[config.mk]
export PLATFORM = sky130hd
export DESIGN_NAME = seven_segment_serial_display_driver_core_flat
export DESIGN_NICKNAME = d
export VERILOG_FILES = /design/src/hdl/ssd_pkg.sv /design/src/hdl/ssd_item_if.sv /design/src/hdl/ssd_result_if.sv /design/src/hdl/ssd_cfg_if.sv /design/src/hdl/seven_segment_serial_display_driver_core.sv /design/src/flat_wrapper.sv
export SDC_FILE = /design/constraint.sdc
export NUM_CORES = 1
export LEC_CHECK = 0
export BUFFER_PORTS_ARGS = -buffer_cell sky130_fd_sc_hd__buf_2
export CAP_MARGIN = 10
export CORE_UTILIZATION = 42
export DETAILED_ROUTE_END_ITERATION = 10
export PLACE_DENSITY = 0.68
export SETUP_SLACK_MARGIN = 0.5
export SYNTH_ARGS = -nofsm -noshare
export SYNTH_HDL_FRONTEND = slang
export SYNTH_SLANG_ARGS = --single-unit
[constraint.sdc]
create_clock -name clk -period 3.6 [get_ports clk]
set_input_delay 0 -clock clk [delete_from_list [all_inputs] [get_ports clk]]
set_output_delay 0 -clock clk [all_outputs]
set_load 0.005 [all_outputs]
[src/hdl/ssd_pkg.sv]
// Shared types, command bytes and segment font for the serial seven-segment driver.
// No dependencies.
package ssd_pkg;

    localparam int VALUE_W      = 16;
    localparam int STEP_TICKS_W = 16;
    localparam int BRIGHT_W     = 3;
    localparam int CFG_INDEX_W  = 1;
    localparam int CFG_DATA_W   = 16;
    localparam int NUM_W        = 10;

    typedef logic [7:0] seg_byte_t;
    typedef logic [3:0] digit_t;

    localparam logic OP_TICK = 1'b0;
    localparam logic OP_LOAD = 1'b1;

    localparam logic [CFG_INDEX_W-1:0] CFG_STEP_TICKS = 1'b0;
    localparam logic [CFG_INDEX_W-1:0] CFG_BRIGHTNESS = 1'b1;

    localparam logic [STEP_TICKS_W-1:0] STEP_TICKS_RESET = 16'd1;
    localparam logic [BRIGHT_W-1:0]     BRIGHT_RESET     = 3'd4;

    localparam logic [VALUE_W-1:0] VALUE_LIMIT = 16'd1000;
    localparam logic [NUM_W-1:0]   VALUE_SAT   = 10'd999;

    localparam seg_byte_t CMD_AUTO_INC = 8'h40;
    localparam seg_byte_t CMD_ADDR_SET = 8'hC0;
    localparam seg_byte_t CMD_DISP_ON  = 8'h88;

    function automatic seg_byte_t seg_font(input digit_t d);
        seg_byte_t s;
        case (d)
            4'd0:    s = 8'h3F;
            4'd1:    s = 8'h06;
            4'd2:    s = 8'h5B;
            4'd3:    s = 8'h4F;
            4'd4:    s = 8'h66;
            4'd5:    s = 8'h6D;
            4'd6:    s = 8'h7D;
            4'd7:    s = 8'h07;
            4'd8:    s = 8'h7F;
            4'd9:    s = 8'h6F;
            default: s = 8'h00;
        endcase
        return s;
    endfunction

endpackage

[src/hdl/ssd_item_if.sv]
// Input item channel: opcode and value with valid/ready.
// Depends on ssd_pkg.
interface ssd_item_if;
    logic                         valid;
    logic                         ready;
    logic                         opcode;
    logic [ssd_pkg::VALUE_W-1:0]  value;

    modport source (output valid, output opcode, output value, input ready);
    modport sink   (input valid, input opcode, input value, output ready);
endinterface

[src/hdl/ssd_result_if.sv]
// Result item channel: pin levels and status with valid/ready.
// No dependencies.
interface ssd_result_if;
    logic valid;
    logic ready;
    logic data_line;
    logic clock_line;
    logic busy_res;
    logic accepted;

    modport source (output valid, output data_line, output clock_line, output busy_res,
                    output accepted, input ready);
    modport sink   (input valid, input data_line, input clock_line, input busy_res,
                    input accepted, output ready);
endinterface

[src/hdl/ssd_cfg_if.sv]
// Configuration write channel: register index and data with valid/ready.
// Depends on ssd_pkg.
interface ssd_cfg_if;
    logic                             valid;
    logic                             ready;
    logic [ssd_pkg::CFG_INDEX_W-1:0]  index;
    logic [ssd_pkg::CFG_DATA_W-1:0]   data;

    modport source (output valid, output index, output data, input ready);
    modport sink   (input valid, input index, input data, output ready);
endinterface

[src/hdl/seven_segment_serial_display_driver_core.sv]
// Serial seven-segment display driver: sequencer for the two-wire LED controller pins.
// Depends on ssd_pkg, ssd_item_if, ssd_result_if, ssd_cfg_if.
//
// One item is taken per clock cycle while the output register is empty or being read; each
// gives one result, held in that output register until taken. A load (when idle) latches
// the number, saturated to 999; two pipeline registers split it into digits and segment bytes,
// ready long before the first data byte goes out. Tick items advance a hold counter; every
// step_ticks ticks the sequencer applies one pin change, 159 changes over three frames
// (0x40; 0xC0 and three digit bytes; 0x88 | brightness), LSB first. A load while busy is
// reported with accepted = 0 and changes nothing. Configuration writes are taken every cycle.
module seven_segment_serial_display_driver_core (
    input  logic                clk,
    input  logic                rst_n,
    ssd_item_if.sink            items,
    ssd_result_if.source        results,
    ssd_cfg_if.sink             cfg
);

    localparam logic [1:0] SEQ_START = 2'd0;
    localparam logic [1:0] SEQ_BITS  = 2'd1;
    localparam logic [1:0] SEQ_STOP  = 2'd2;

    localparam logic [1:0] FRAME_MODE = 2'd0;
    localparam logic [1:0] FRAME_DATA = 2'd1;
    localparam logic [1:0] FRAME_CTRL = 2'd2;

    localparam logic [1:0] PH_CLK_LOW  = 2'd0;
    localparam logic [1:0] PH_DATA     = 2'd1;
    localparam logic [1:0] PH_CLK_HIGH = 2'd2;

    localparam logic [1:0] STOP_CLK_LOW  = 2'd0;
    localparam logic [1:0] STOP_DATA_LOW = 2'd1;
    localparam logic [1:0] STOP_CLK_HIGH = 2'd2;
    localparam logic [1:0] STOP_DATA_HI  = 2'd3;

    localparam logic [1:0] DATA_LAST_BYTE = 2'd3;
    localparam logic [1:0] ONE_LAST_BYTE  = 2'd0;

    logic [ssd_pkg::STEP_TICKS_W-1:0] step_ticks_reg;
    logic [ssd_pkg::BRIGHT_W-1:0]     bright_reg;

    logic [ssd_pkg::STEP_TICKS_W-1:0] hold_reg, hold_next;
    logic [1:0]                       seq_reg, seq_next;
    logic [1:0]                       frame_reg, frame_next;
    logic [1:0]                       byte_reg, byte_next;
    logic [2:0]                       bit_reg, bit_next;
    logic [1:0]                       phase_reg, phase_next;
    logic                             data_reg, data_next;
    logic                             clock_reg, clock_next;
    logic                             sending_reg, sending_next;
    logic                             accepted_next;
    logic                             out_valid_reg;
    logic                             out_data_reg, out_clock_reg, out_busy_reg, out_acc_reg;

    logic [ssd_pkg::NUM_W-1:0]        num_reg, num_next;
    ssd_pkg::digit_t                  hund_reg;
    logic [6:0]                       rem_reg;
    ssd_pkg::seg_byte_t               seg_reg [3];

    ssd_pkg::digit_t                  hund_next, tens, ones;
    logic [6:0]                       rem_next;
    ssd_pkg::seg_byte_t               tx_byte;
    logic [1:0]                       last_byte;
    logic [ssd_pkg::STEP_TICKS_W:0]   waited;
    logic                             item_fire;

    assign item_fire   = items.valid & items.ready;
    assign items.ready = ~out_valid_reg | results.ready;
    assign cfg.ready   = 1'b1;

    assign results.valid      = out_valid_reg;
    assign results.data_line  = out_data_reg;
    assign results.clock_line = out_clock_reg;
    assign results.busy_res   = out_busy_reg;
    assign results.accepted   = out_acc_reg;

    // Digit split of the latched number
    always_comb
    begin
        hund_next = '0;
        for (int k = 1; k <= 9; k++)
        begin
            if (num_reg >= 10'(k * 100))
            begin
                hund_next = 4'(k);
            end
        end
        rem_next = 7'(num_reg - 10'(hund_next * 10'd100));
        tens = '0;
        for (int k = 1; k <= 9; k++)
        begin
            if (rem_reg >= 7'(k * 10))
            begin
                tens = 4'(k);
            end
        end
        ones = 4'(rem_reg - 7'(tens * 7'd10));
    end

    always_comb
    begin
        case (frame_reg)
            FRAME_MODE:
            begin
                tx_byte   = ssd_pkg::CMD_AUTO_INC;
                last_byte = ONE_LAST_BYTE;
            end
            FRAME_DATA:
            begin
                last_byte = DATA_LAST_BYTE;
                case (byte_reg)
                    2'd0:    tx_byte = ssd_pkg::CMD_ADDR_SET;
                    2'd1:    tx_byte = seg_reg[0];
                    2'd2:    tx_byte = seg_reg[1];
                    default: tx_byte = seg_reg[2];
                endcase
            end
            default:
            begin
                tx_byte   = ssd_pkg::CMD_DISP_ON | {5'd0, bright_reg};
                last_byte = ONE_LAST_BYTE;
            end
        endcase
    end

    always_comb
    begin
        hold_next     = hold_reg;
        seq_next      = seq_reg;
        frame_next    = frame_reg;
        byte_next     = byte_reg;
        bit_next      = bit_reg;
        phase_next    = phase_reg;
        data_next     = data_reg;
        clock_next    = clock_reg;
        sending_next  = sending_reg;
        num_next      = num_reg;
        accepted_next = 1'b0;
        waited        = {1'b0, hold_reg} + 17'd1;

        if (item_fire)
        begin
            if (items.opcode == ssd_pkg::OP_LOAD)
            begin
                if (!sending_reg)
                begin
                    num_next      = (items.value >= ssd_pkg::VALUE_LIMIT) ? ssd_pkg::VALUE_SAT
                                                                         : items.value[9:0];
                    hold_next     = '0;
                    seq_next      = SEQ_START;
                    frame_next    = FRAME_MODE;
                    sending_next  = 1'b1;
                    accepted_next = 1'b1;
                end
            end
            else if (sending_reg)
            begin
                if (waited >= {1'b0, step_ticks_reg})
                begin
                    hold_next = '0;
                    case (seq_reg)
                        SEQ_START:
                        begin
                            data_next  = 1'b0;
                            seq_next   = SEQ_BITS;
                            byte_next  = '0;
                            bit_next   = '0;
                            phase_next = PH_CLK_LOW;
                        end
                        SEQ_BITS:
                        begin
                            case (phase_reg)
                                PH_CLK_LOW:
                                begin
                                    clock_next = 1'b0;
                                    phase_next = PH_DATA;
                                end
                                PH_DATA:
                                begin
                                    data_next  = tx_byte[bit_reg];
                                    phase_next = PH_CLK_HIGH;
                                end
                                default:
                                begin
                                    clock_next = 1'b1;
                                    phase_next = PH_CLK_LOW;
                                    bit_next   = bit_reg + 3'd1;
                                    if (bit_reg == 3'd7)
                                    begin
                                        byte_next = byte_reg + 2'd1;
                                        if (byte_reg == last_byte)
                                        begin
                                            seq_next   = SEQ_STOP;
                                            phase_next = STOP_CLK_LOW;
                                        end
                                    end
                                end
                            endcase
                        end
                        default:
                        begin
                            phase_next = phase_reg + 2'd1;
                            case (phase_reg)
                                STOP_CLK_LOW:  clock_next = 1'b0;
                                STOP_DATA_LOW: data_next  = 1'b0;
                                STOP_CLK_HIGH: clock_next = 1'b1;
                                default:
                                begin
                                    data_next = 1'b1;
                                    if (frame_reg == FRAME_CTRL)
                                    begin
                                        sending_next = 1'b0;
                                    end
                                    else
                                    begin
                                        frame_next = frame_reg + 2'd1;
                                        seq_next   = SEQ_START;
                                    end
                                end
                            endcase
                        end
                    endcase
                end
                else
                begin
                    hold_next = waited[ssd_pkg::STEP_TICKS_W-1:0];
                end
            end
        end
    end

    always_ff @(posedge clk or negedge rst_n)
    begin
        if (!rst_n)
        begin
            step_ticks_reg <= ssd_pkg::STEP_TICKS_RESET;
            bright_reg     <= ssd_pkg::BRIGHT_RESET;
            hold_reg       <= '0;
            seq_reg        <= SEQ_START;
            frame_reg      <= FRAME_MODE;
            byte_reg       <= '0;
            bit_reg        <= '0;
            phase_reg      <= '0;
            data_reg       <= 1'b1;
            clock_reg      <= 1'b1;
            sending_reg    <= 1'b0;
            out_valid_reg  <= 1'b0;
        end
        else
        begin
            if (cfg.valid)
            begin
                case (cfg.index)
                    ssd_pkg::CFG_STEP_TICKS: step_ticks_reg <= cfg.data;
                    ssd_pkg::CFG_BRIGHTNESS: bright_reg     <= cfg.data[ssd_pkg::BRIGHT_W-1:0];
                    default:                 bright_reg     <= bright_reg;
                endcase
            end
            hold_reg    <= hold_next;
            seq_reg     <= seq_next;
            frame_reg   <= frame_next;
            byte_reg    <= byte_next;
            bit_reg     <= bit_next;
            phase_reg   <= phase_next;
            data_reg    <= data_next;
            clock_reg   <= clock_next;
            sending_reg <= sending_next;
            if (item_fire)
            begin
                out_valid_reg <= 1'b1;
            end
            else if (results.ready)
            begin
                out_valid_reg <= 1'b0;
            end
        end
    end

    always_ff @(posedge clk)
    begin
        num_reg    <= num_next;
        hund_reg   <= hund_next;
        rem_reg    <= rem_next;
        seg_reg[0] <= ssd_pkg::seg_font(hund_reg);
        seg_reg[1] <= ssd_pkg::seg_font(tens);
        seg_reg[2] <= ssd_pkg::seg_font(ones);
        if (item_fire)
        begin
            out_data_reg  <= data_next;
            out_clock_reg <= clock_next;
            out_busy_reg  <= sending_next;
            out_acc_reg   <= accepted_next;
        end
    end

endmodule

[src/flat_wrapper.sv]
// flat-port wrapper written by rule: the top's interface ports become plain ports
module seven_segment_serial_display_driver_core_flat 
  (clk, rst_n, items_valid, items_opcode, items_value, items_ready, results_valid, results_data_line, results_clock_line, results_busy_res, results_accepted, results_ready, cfg_valid, cfg_index, cfg_data, cfg_ready);
  ssd_item_if items_i ();
  ssd_result_if results_i ();
  ssd_cfg_if cfg_i ();
  input  logic clk;
  input  logic rst_n;
  input wire logic [$bits(items_i.valid)-1:0] items_valid;
  input wire logic [$bits(items_i.opcode)-1:0] items_opcode;
  input wire logic [$bits(items_i.value)-1:0] items_value;
  output wire logic [$bits(items_i.ready)-1:0] items_ready;
  output wire logic [$bits(results_i.valid)-1:0] results_valid;
  output wire logic [$bits(results_i.data_line)-1:0] results_data_line;
  output wire logic [$bits(results_i.clock_line)-1:0] results_clock_line;
  output wire logic [$bits(results_i.busy_res)-1:0] results_busy_res;
  output wire logic [$bits(results_i.accepted)-1:0] results_accepted;
  input wire logic [$bits(results_i.ready)-1:0] results_ready;
  input wire logic [$bits(cfg_i.valid)-1:0] cfg_valid;
  input wire logic [$bits(cfg_i.index)-1:0] cfg_index;
  input wire logic [$bits(cfg_i.data)-1:0] cfg_data;
  output wire logic [$bits(cfg_i.ready)-1:0] cfg_ready;
  assign items_i.valid = items_valid;
  assign items_i.opcode = items_opcode;
  assign items_i.value = items_value;
  assign items_ready = items_i.ready;
  assign results_valid = results_i.valid;
  assign results_data_line = results_i.data_line;
  assign results_clock_line = results_i.clock_line;
  assign results_busy_res = results_i.busy_res;
  assign results_accepted = results_i.accepted;
  assign results_i.ready = results_ready;
  assign cfg_i.valid = cfg_valid;
  assign cfg_i.index = cfg_index;
  assign cfg_i.data = cfg_data;
  assign cfg_ready = cfg_i.ready;
  seven_segment_serial_display_driver_core u_core (.clk(clk), .rst_n(rst_n), .items(items_i), .results(results_i), .cfg(cfg_i));
endmodule
==> results of run 1 <==
==> final cells by class <==
cell class                      count  share of cell area [%]
Clock inverter                      5                   0.784
Inverter                           51                    2.50
Sequential cell                    99                    31.2
Clock buffer                       11                    3.17
Timing Repair Buffer              132                    12.9
Multi-Input combinational cell    478                    46.5
Tap cell                          180                    2.94
==> layout by cell type (no fill, tap or decap), drive strengths merged, types with 14 or more instances in the layout <==
cell / n
nand3: 22
ha: 57
dfrtp: 46
o21ai: 49
nand2: 86
nor2: 32
a21oi: 20
edfxtp: 14
inv: 52
dlygate4sd3: 30
dfxtp: 35
buf: 102
xnor2: 16
nor3: 16
==> worst paths after layout <==
path | startpoint | to | cells past startpoint
worst max-delay path | u_core.hold_reg[1] | u_core.results.data_line | 12
worst min-delay path | cfg_valid | u_core.bright_reg[1] | 3
worst max register to register | u_core.hold_reg[1] | u_core.results.data_line | 12
worst min register to register | flop | u_core.seg_reg[0][0] | 0
max in group asynchronous | rst_n | u_core.hold_reg[3] | 3
min in group asynchronous | rst_n | u_core.step_ticks_reg[3] | 3
==> cell families (layout without fill, tap and decap cells) <==
| family | after synthesis | after routing |
|---|---|---|
| compound gates | 158 | 158 |
| xor+xnor | 21 | 21 |
| fa+ha+maj | 59 | 59 |
| buf+inv | 80 | 199 |
| flops | 99 | 99 |
| mux | 10 | 10 |
| other cells | 1 | 1 |
| simple gates | 229 | 229 |
==> metrics by stage <==
step / hold slack (ns) / worst slack (ns)
6_report: 0.0694 / 0.285
5_1_grt: 0.0865 / 0.162
4_1_cts: 0.0554 / 0.441
3_5_place_dp: 0.159 / 0.171
3_3_place_gp: 0.148 / 0.255
2_1_floorplan: -0.296 / 0.508
==> report_power, final <==
part / switching [µW] / internal, µW / total (µW) / leakage [µW]
combinational: 169 / 146 / 315 / 0.00223
clock: 419 / 560 / 980 / 0.000146
sequential: 36.7 / 1170 / 1210 / 0.00102
total: 625 / 1880 / 2500 / 0.00340
==> repair_timing <==
| item | in CTS | in global routing |
|---|---|---|
| pin swaps | 16 | 17 |
| setup endpoints to repair | 30 | 42 |
| hold endpoints to repair | 79 | 0 |
| gates resized for setup | 24 | 65 |
| setup buffers | 20 | 27 |
| cloned | 0 | 0 |
| hold buffers | 30 | 0 |
==> layer usage <==
| metal | track usage, % | vias to the layer above | part of all wire (%) |
|---|---|---|---|
| li1 | - | 2557 | - |
| met1 | 25.0 | 2479 | 45 |
| met2 | 32.9 | 132 | 49 |
| met3 | 2.91 | 35 | 3.1 |
| met4 | 7.48 | 0 | 3.0 |
| met5 | 0 | - | 0 |
==> critical path: stages (launching register included) <==
cell and delay [ns]:
sky130_fd_sc_hd__dfrtp_2 0.41, sky130_fd_sc_hd__ha_4 0.17, sky130_fd_sc_hd__and4_4 0.24, sky130_fd_sc_hd__nand4_1 0.13, sky130_fd_sc_hd__xnor2_1 0.19, sky130_fd_sc_hd__ha_1 0.33, sky130_fd_sc_hd__nand4_1 0.21, sky130_fd_sc_hd__a211oi_2 0.36
sky130_fd_sc_hd__a2111oi_4 0.10, sky130_fd_sc_hd__o211a_4 0.28, sky130_fd_sc_hd__or2_4 0.26, sky130_fd_sc_hd__a222oi_1 0.31, sky130_fd_sc_hd__buf_4 0.17
==> PnR_summary.wiki, run 1 <==
{| class="wikitable"
! Metric !! Value
|-
| CP Data Arrival Time || 3.54 ns
|-
| Leakage || ~0.0034 µW
|-
| Post-synthesis cell type with the largest combined area || sky130_fd_sc_hd__dfrtp_1
|-
| Cell with the most instances after synthesis || sky130_fd_sc_hd__nand2_1
|-
| Number of max-cap violations || 0
|-
| Area fraction in and, or, nand and nor cells after synthesis || 19.1%
|-
| Detailed-placement wirelength estimate || between 9 and 10 mm
|-
| Clock skew after layout || approximately 0.0085 ns
|-
| CP startpoint kind || flop
|-
| Highest achievable clock rate || a little over 300 MHz
|-
| Count of inserted antenna diode cells || 0
|-
| Detail-routed via count per cell || about 5.4
|-
| Multi-input logic area || about 3600 µm²
|-
| Unrepaired setup endpoints after global routing || true
|-
| Detailed router's first-iteration violation count || 430
|-
| Largest register FFs || 21
|-
| Routed wire length || 14.7 mm
|-
| Proportion of synthesized chip area in sequential cells || 39.7%
|-
| Count of final max-slew check failures || 0
|-
| Placement Rows || between 40 and 50
|-
| Cell area power density || about 330 nW/µm²
|-
| Synthesized area divided by synthesized cell count || 9.12 µm²
|-
| Combinational family with the most area after synthesis || simple AND/OR/NAND/NOR gates
|-
| GRT Residual Overflow || 0
|-
| Post-route non-filler standard cell count || 956
|-
| Sequential cell area in the final layout || about 2400 µm²
|-
| Total via count in the routed design || 5,203
|-
| Core occupancy in the finished layout || between 50% and 60%
|-
| Share of synthesized area spent on multiplexers || roughly 1.8%
|-
| Initial antenna violation count || 0
|-
| Top-area cell type share of the netlist area || 19.2%
|-
| Synthesized area || 5990 µm²
|-
| Maximum VDD drop || around 0.00034 V
|-
| Bufs on Longest Clock Path || 2
|-
| Path type of the worst min-delay path || input pin to flop
|-
| Predominant post-synthesis flop cell || sky130_fd_sc_hd__dfrtp_1
|-
| Vias in the first global route || between 4,000 and 5,000
|-
| Transition time at the pin with the least slew margin || ~1.0 ns
|-
| Clock insertion delay at the later pin of the skew report || roughly 0.35 ns
|-
| # nets final || roughly 870
|-
| Number of iterations in the first detailed-routing pass || 5
|-
| Horizontal die dimension || 121 µm
|-
| Count of port buffers added during placement || between 40 and 50
|-
| Number of synthesized flops with an enable pin || 14
|-
| Largest cells by area after synthesis || sky130_fd_sc_hd__dfrtp_1 19%, sky130_fd_sc_hd__ha_1 12%, sky130_fd_sc_hd__dfxtp_1 12%
|-
| Total routing resource utilization after global routing || between 10% and 20%
|-
| Count of unique library cells instantiated by Yosys || 73
|-
| Number of synthesis warnings || 0
|-
| Async set-reset flop share out of synthesis || between 50% and 60%
|-
| Sum Neg Setup Slack || 0 ns
|-
| Category of the critical setup timing path || flop to flop
|-
| Overall Power || between 2000 and 3000 µW
|-
| Adder and majority gate portion of the synthesized area || roughly an eighth
|-
| Finish-stage setup viols || 0
|-
| Yosys reg bits || roughly 100
|-
| Shortest clock period the worst path allows after layout || roughly 3.3 ns
|-
| Final cycle utilization of the critical path || 92.1%
|-
| Core area || around 14,000 µm²
|-
| Worst setup slack for register-to-register paths || around 0.29 ns
|-
| Required arrival time at the worst endpoint || approximately 3.8 ns
|-
| Filler cell count in the final layout || 1,184
|-
| Post-route DRC violation count || 0
|-
| Compound-Gate Fraction of Synth Area || between 10% and 20%
|-
| Critical path endpoint category || flop
|-
| Wire length of the first global-routing pass || approximately 23 mm
|-
| Synth Area in XOR/XNOR || around 3.3%
|-
| Largest net degree at the start of global routing || 51
|-
| Register clock-pin slew on the reported worst setup and hold paths || approximately 0.07 ns
|-
| Worst-path fanout max || 8
|-
| Htree depth || 3
|-
| Mapped Nets || 755
|-
| RePlAce Congestion || approximately 0.90
|-
| Cell at the root of the clock tree || sky130_fd_sc_hd__clkbuf_16
|-
| Non-Filler Cell Area, Final || between 7000 and 8000 µm²
|-
| Post-DP Area || around 6400 µm²
|-
| Initial standard-cell utilization of the core || 43.2%
|-
| Layout overhead on the synthesized area || 27.8%
|-
| Hold Violations, Final || 0
|-
| Die Height || ~120 µm
|-
| Layout cell share with drive strength beyond 1 || between 20 and 25%
|-
| # IOs || 46
|-
| Number of nets with antenna violations after routing || 0
|-
| Result of the run || completed
|-
| Cells after Synth || between 600 and 700
|-
| Clock tree sinks || 99
|-
| Clock buffer count from CTS || 9
|-
| Full die area || 14,800 µm²
|-
| WL per Instance || around 15 µm
|-
| Worst rel slew slack || 30.6%
|-
| Cell types with the highest counts after synthesis || 86 x sky130_fd_sc_hd__nand2_1, 57 x sky130_fd_sc_hd__ha_1, 51 x sky130_fd_sc_hd__inv_1, 49 x sky130_fd_sc_hd__o21ai_0, 46 x sky130_fd_sc_hd__dfrtp_1
|-
| Placed Cells || about 860
|-
| Clock tree from TritonCTS || yes
|}
Power figures use the tool's default switching activity.
==> run 2: changes to the inputs <==
Settings changed: ABC_AREA set to 1, CORE_ASPECT_RATIO set to 0.7, CORE_UTILIZATION 42 to 40, PLACE_DENSITY 0.68 to 0.66.
==> run 2 against run 1 <==
Net effect:
- synthesized area is 2.3% lower
- non-clock buffer count is 33 lower
- largest cell class unchanged
- highest routed layer unchanged
- utilization is 3.3 points lower
- critical path type unchanged
- worst hold slack worse by 0.044 ns
- final cell count is 6.8% higher
- routed wire length is 10% lower
==> PnR_summary.wiki, run 2 <==
{| class="wikitable"
! Metric !! Value
|-
| Result of the run || completed
|-
| CP Data Arrival Time || 3.60 ns (+0.06 ns)
|-
| Number of max-cap violations || 0 (unchanged)
|-
| Transition time at the pin with the least slew margin || 1.04 ns (+0.00270 ns)
|-
| Cell at the root of the clock tree || sky130_fd_sc_hd__clkbuf_16
|-
| End point of the most critical hold path || u_core.bright_reg[2]
|-
| Count of port buffers added during placement || 44 (unchanged)
|-
| Layout cell share with drive strength beyond 1 || 20.1% (-4.3 points)
|-
| Leading cell types in the layout, fill and taps excluded || 149 x sky130_fd_sc_hd__nand2_1, 109 x sky130_fd_sc_hd__inv_1, 54 x sky130_fd_sc_hd__ha_1
|-
| Horizontal die dimension || 147 µm (+21%)
|-
| Bufs on Longest Clock Path || 2 (unchanged)
|-
| Leading cell type in the layout, fill and taps excluded || sky130_fd_sc_hd__nand2_1
|-
| Unrepaired setup endpoints after global routing || true
|-
| Mapped Nets || 825 (+9.3%)
|-
| Detailed router's first-iteration violation count || 351 (-18%)
|-
| Startpoint of the most critical register-to-register path || u_core.hold_reg[0]
|-
| Predominant post-synthesis flop cell || sky130_fd_sc_hd__dfrtp_1
|-
| Top-area cell type share of the netlist area || 19.7% (+0.46 points)
|-
| CP startpoint kind || flop
|-
| Post-route non-filler standard cell count || 1,021 (+6.8%)
|-
| Htree depth || 3 (unchanged)
|-
| Initial antenna violation count || 0 (unchanged)
|-
| Clock insertion delay at the later pin of the skew report || 0.36 ns (about the same)
|-
| Number of nets with antenna violations after routing || 0 (unchanged)
|-
| Total routing resource utilization after global routing || 17.7% (-1.8 points)
|-
| Vias in the first global route || 4,304 (-14%)
|-
| Clock buffer count from CTS || 9 (unchanged)
|-
| Largest net degree at the start of global routing || 36 (-29%)
|-
| Full die area || 15,100 µm² (+2.6%)
|-
| Yosys reg bits || 99 (unchanged)
|-
| Highest achievable clock rate || 301 MHz (about the same)
|-
| Cell types with the highest counts after synthesis || 158 x sky130_fd_sc_hd__nand2_1, 110 x sky130_fd_sc_hd__inv_1, 57 x sky130_fd_sc_hd__ha_1, 57 x sky130_fd_sc_hd__nor2_1, 46 x sky130_fd_sc_hd__dfrtp_1
|-
| Path type of the worst min-delay path || input pin to flop
|-
| Maximum VDD drop || 0.000297 V (-12%)
|-
| Die Height || 103 µm (-15%)
|-
| Post-synthesis cell type with the largest combined area || sky130_fd_sc_hd__dfrtp_1
|-
| Worst-path fanout max || 7 (-1)
|-
| Wire length of the first global-routing pass || 21.0 mm (-8.0%)
|-
| Category of the critical setup timing path || flop to flop
|-
| Layout overhead on the synthesized area || 24.9%
|-
| Critical path endpoint category || flop
|-
| Detailed-placement wirelength estimate || 9.35 mm (-0.89%)
|-
| Clock skew after layout || 0.00803 ns (-0.000493 ns)
|-
| Multi-input logic area || 3200 µm² (-10%)
|-
| # nets final || 924 (+6.3%)
|-
| Total via count in the routed design || 4,904 (-5.7%)
|-
| Number of synthesized flops with an enable pin || 14 (unchanged)
|-
| Sequential cell area in the final layout || 2380 µm² (-0.63%)
|-
| Placed Cells || 952 (+10%)
|-
| Proportion of synthesized chip area in sequential cells || 40.6% (+0.95 points)
|-
| Count of final max-slew check failures || 0 (unchanged)
|-
| Overall Power || 3080 µW (+23%)
|-
| Hold Violations, Final || 0 (unchanged)
|-
| Number of synthesis warnings || 0 (unchanged)
|-
| Post-route DRC violation count || 0 (unchanged)
|-
| Worst rel slew slack || 29.0% (-1.7 points)
|-
| Sum Neg Setup Slack || 0 ns (unchanged)
|-
| Startpoint of the lowest-slack hold path || cfg_valid
|-
| Placement Rows || 36 (-16%)
|-
| Largest cells by area after synthesis || sky130_fd_sc_hd__dfrtp_1 20%, sky130_fd_sc_hd__ha_1 12%, sky130_fd_sc_hd__dfxtp_1 12%
|-
| Synthesized area || 5850 µm² (-2.3%)
|-
| Async set-reset flop share out of synthesis || 50.5% (unchanged)
|-
| Core area || 14,100 µm² (+1.6%)
|-
| Required arrival time at the worst endpoint || 3.88 ns (+0.06 ns)
|-
| RePlAce Congestion || 0.896 (-0.77%)
|-
| Largest register FFs || 21 (unchanged)
|-
| Leakage || 0.00363 µW (+6.8%)
|-
| Clock tree from TritonCTS || yes
|-
| Clock tree sinks || 99 (unchanged)
|-
| Synthesized area divided by synthesized cell count || 8.05 µm² (-12%)
|-
| Endpoint of the lowest-slack register-to-register path || u_core.hold_reg[11]
|-
| Register clock-pin slew on the reported worst setup and hold paths || 0.07 ns (about the same)
|-
| Filler cell count in the final layout || 1,269 (+7.2%)
|-
| Cells after Synth || 727 (+11%)
|-
| Cell area power density || 421 nW/µm² (+29%)
|-
| Shortest clock period the worst path allows after layout || 3.32 ns (+0.00330 ns)
|-
| WL per Instance || 12.9 µm (-16%)
|-
| Worst setup slack for register-to-register paths || 0.28 ns (about the same)
|-
| # IOs || 46 (unchanged)
|-
| Routed wire length || 13.2 mm (-10%)
|-
| Number of iterations in the first detailed-routing pass || 5 (unchanged)
|-
| Worst reg-to-reg path cell count || 21 (+9)
|-
| Initial standard-cell utilization of the core || 41.5% (-1.7 points)
|-
| Count of unique library cells instantiated by Yosys || 50 (-32%)
|-
| Cell depth of the worst min-delay path || 3 (unchanged)
|-
| Finish-stage setup viols || 0 (unchanged)
|-
| GRT Residual Overflow || 0 (unchanged)
|-
| Detail-routed via count per cell || 4.80 (-12%)
|-
| Cell with the most instances after synthesis || sky130_fd_sc_hd__nand2_1
|-
| Count of inserted antenna diode cells || 0 (unchanged)
|-
| Final cycle utilization of the critical path || 92.2% (about the same)
|}
## run 2: metrics by stage
step	worst slack [ns]	hold slack [ns]	area [µm²]	utilization, %
floorplan	0.540	-0.296	5850	-
global placement	0.327	-0.0652	6280	44.5
detailed placement	0.201	-0.0654	6280	44.5
CTS	0.502	0.0216	6940	49.2
global route	0.0458	0.0638	7310	51.9
finish	0.282	0.0252	7310	51.9
## run 2: how the worst max path moves through the flow
stage                                   from                        end  slack, ns  cells past startpoint
after floorplan           u_core.hold_reg[0]   u_core.results.data_line       0.54                     20
after global placement    u_core.hold_reg[0]   u_core.results.data_line       0.33                     20
after detailed placement  u_core.hold_reg[0]   u_core.results.data_line       0.20                     20
after CTS                 u_core.hold_reg[0]  u_core.results.clock_line       0.50                     20
after global routing      u_core.hold_reg[0]        u_core.hold_reg[11]       0.05                     21
final                     u_core.hold_reg[0]        u_core.hold_reg[11]       0.28                     21
## run 2: power breakdown
group          switching, µW  total [µW]  internal, µW
logic                    471         760           289
clock network            447         984           538
registers                102        1340          1230
total                   1020        3080          2060
## run 2: final cells by class
class / instances / share of cell area (%)
well taps: 190 / 3.25
clock buffers: 11 / 3.61
clock inverters: 5 / 0.564
repair buffers: 99 / 10.0
repair inverters: 1 / 0.222
inverters: 114 / 6.06
flip-flops and latches: 99 / 32.5
multi-input cells: 502 / 43.8
## run 2: per-layer routing
metal  vias up  share of wire [%]  wire [µm]  global-route usage [%]
li1       2543                  -          -                       -
met4         0               0.99        131                    4.81
met5         -                  0          0                       0
met3        10                4.5        598                    3.73
met1      2242                 55       7250                    27.4
met2       109                 40       5220                    24.5
## run 2: cell families (layout without fill, tap and decap cells)
logic type	count (synthesis)	in the layout	share of synthesized area, %
XOR/XNOR	18	18	2.82
adder cells (fa/ha/maj)	59	59	12.9
AND/OR/NAND/NOR	310	310	24.6
other	1	1	0.0641
buffers and inverters	126	230	8.40
flip-flops	99	99	40.6
AO/OA/AOI/OAI	114	114	10.7
## run 2: worst max-delay path, stage by stage, from the launching register on
cell	delay, ns
sky130_fd_sc_hd__dfrtp_1	0.41
sky130_fd_sc_hd__ha_4	0.17
sky130_fd_sc_hd__nand3_4	0.08
sky130_fd_sc_hd__nor2_4	0.12
sky130_fd_sc_hd__inv_2	0.05
sky130_fd_sc_hd__nor3_4	0.24
sky130_fd_sc_hd__buf_4	0.15
sky130_fd_sc_hd__xor2_1	0.15
sky130_fd_sc_hd__inv_1	0.11
sky130_fd_sc_hd__ha_4	0.23
sky130_fd_sc_hd__nand2_1	0.10
sky130_fd_sc_hd__nor2_2	0.06
sky130_fd_sc_hd__o21ai_1	0.10
sky130_fd_sc_hd__o211ai_1	0.19
sky130_fd_sc_hd__o21ai_2	0.18
sky130_fd_sc_hd__nand2_1	0.07
sky130_fd_sc_hd__nand2_2	0.13
sky130_fd_sc_hd__nand4_4	0.26
sky130_fd_sc_hd__buf_12	0.23
sky130_fd_sc_hd__clkinv_8	0.06
sky130_fd_sc_hd__nand3_2	0.06
sky130_fd_sc_hd__o21ai_1	0.10
## run 2: what timing repair did
action / CTS / global route
gates cloned: 0 / 1
hold buffers: 29 / 0
pin swaps: 3 / 19
endpoints found under the setup margin: 29 / 34
hold endpoints to repair: 45 / 0
resized for setup: 7 / 62
buffers inserted: 6 / 17
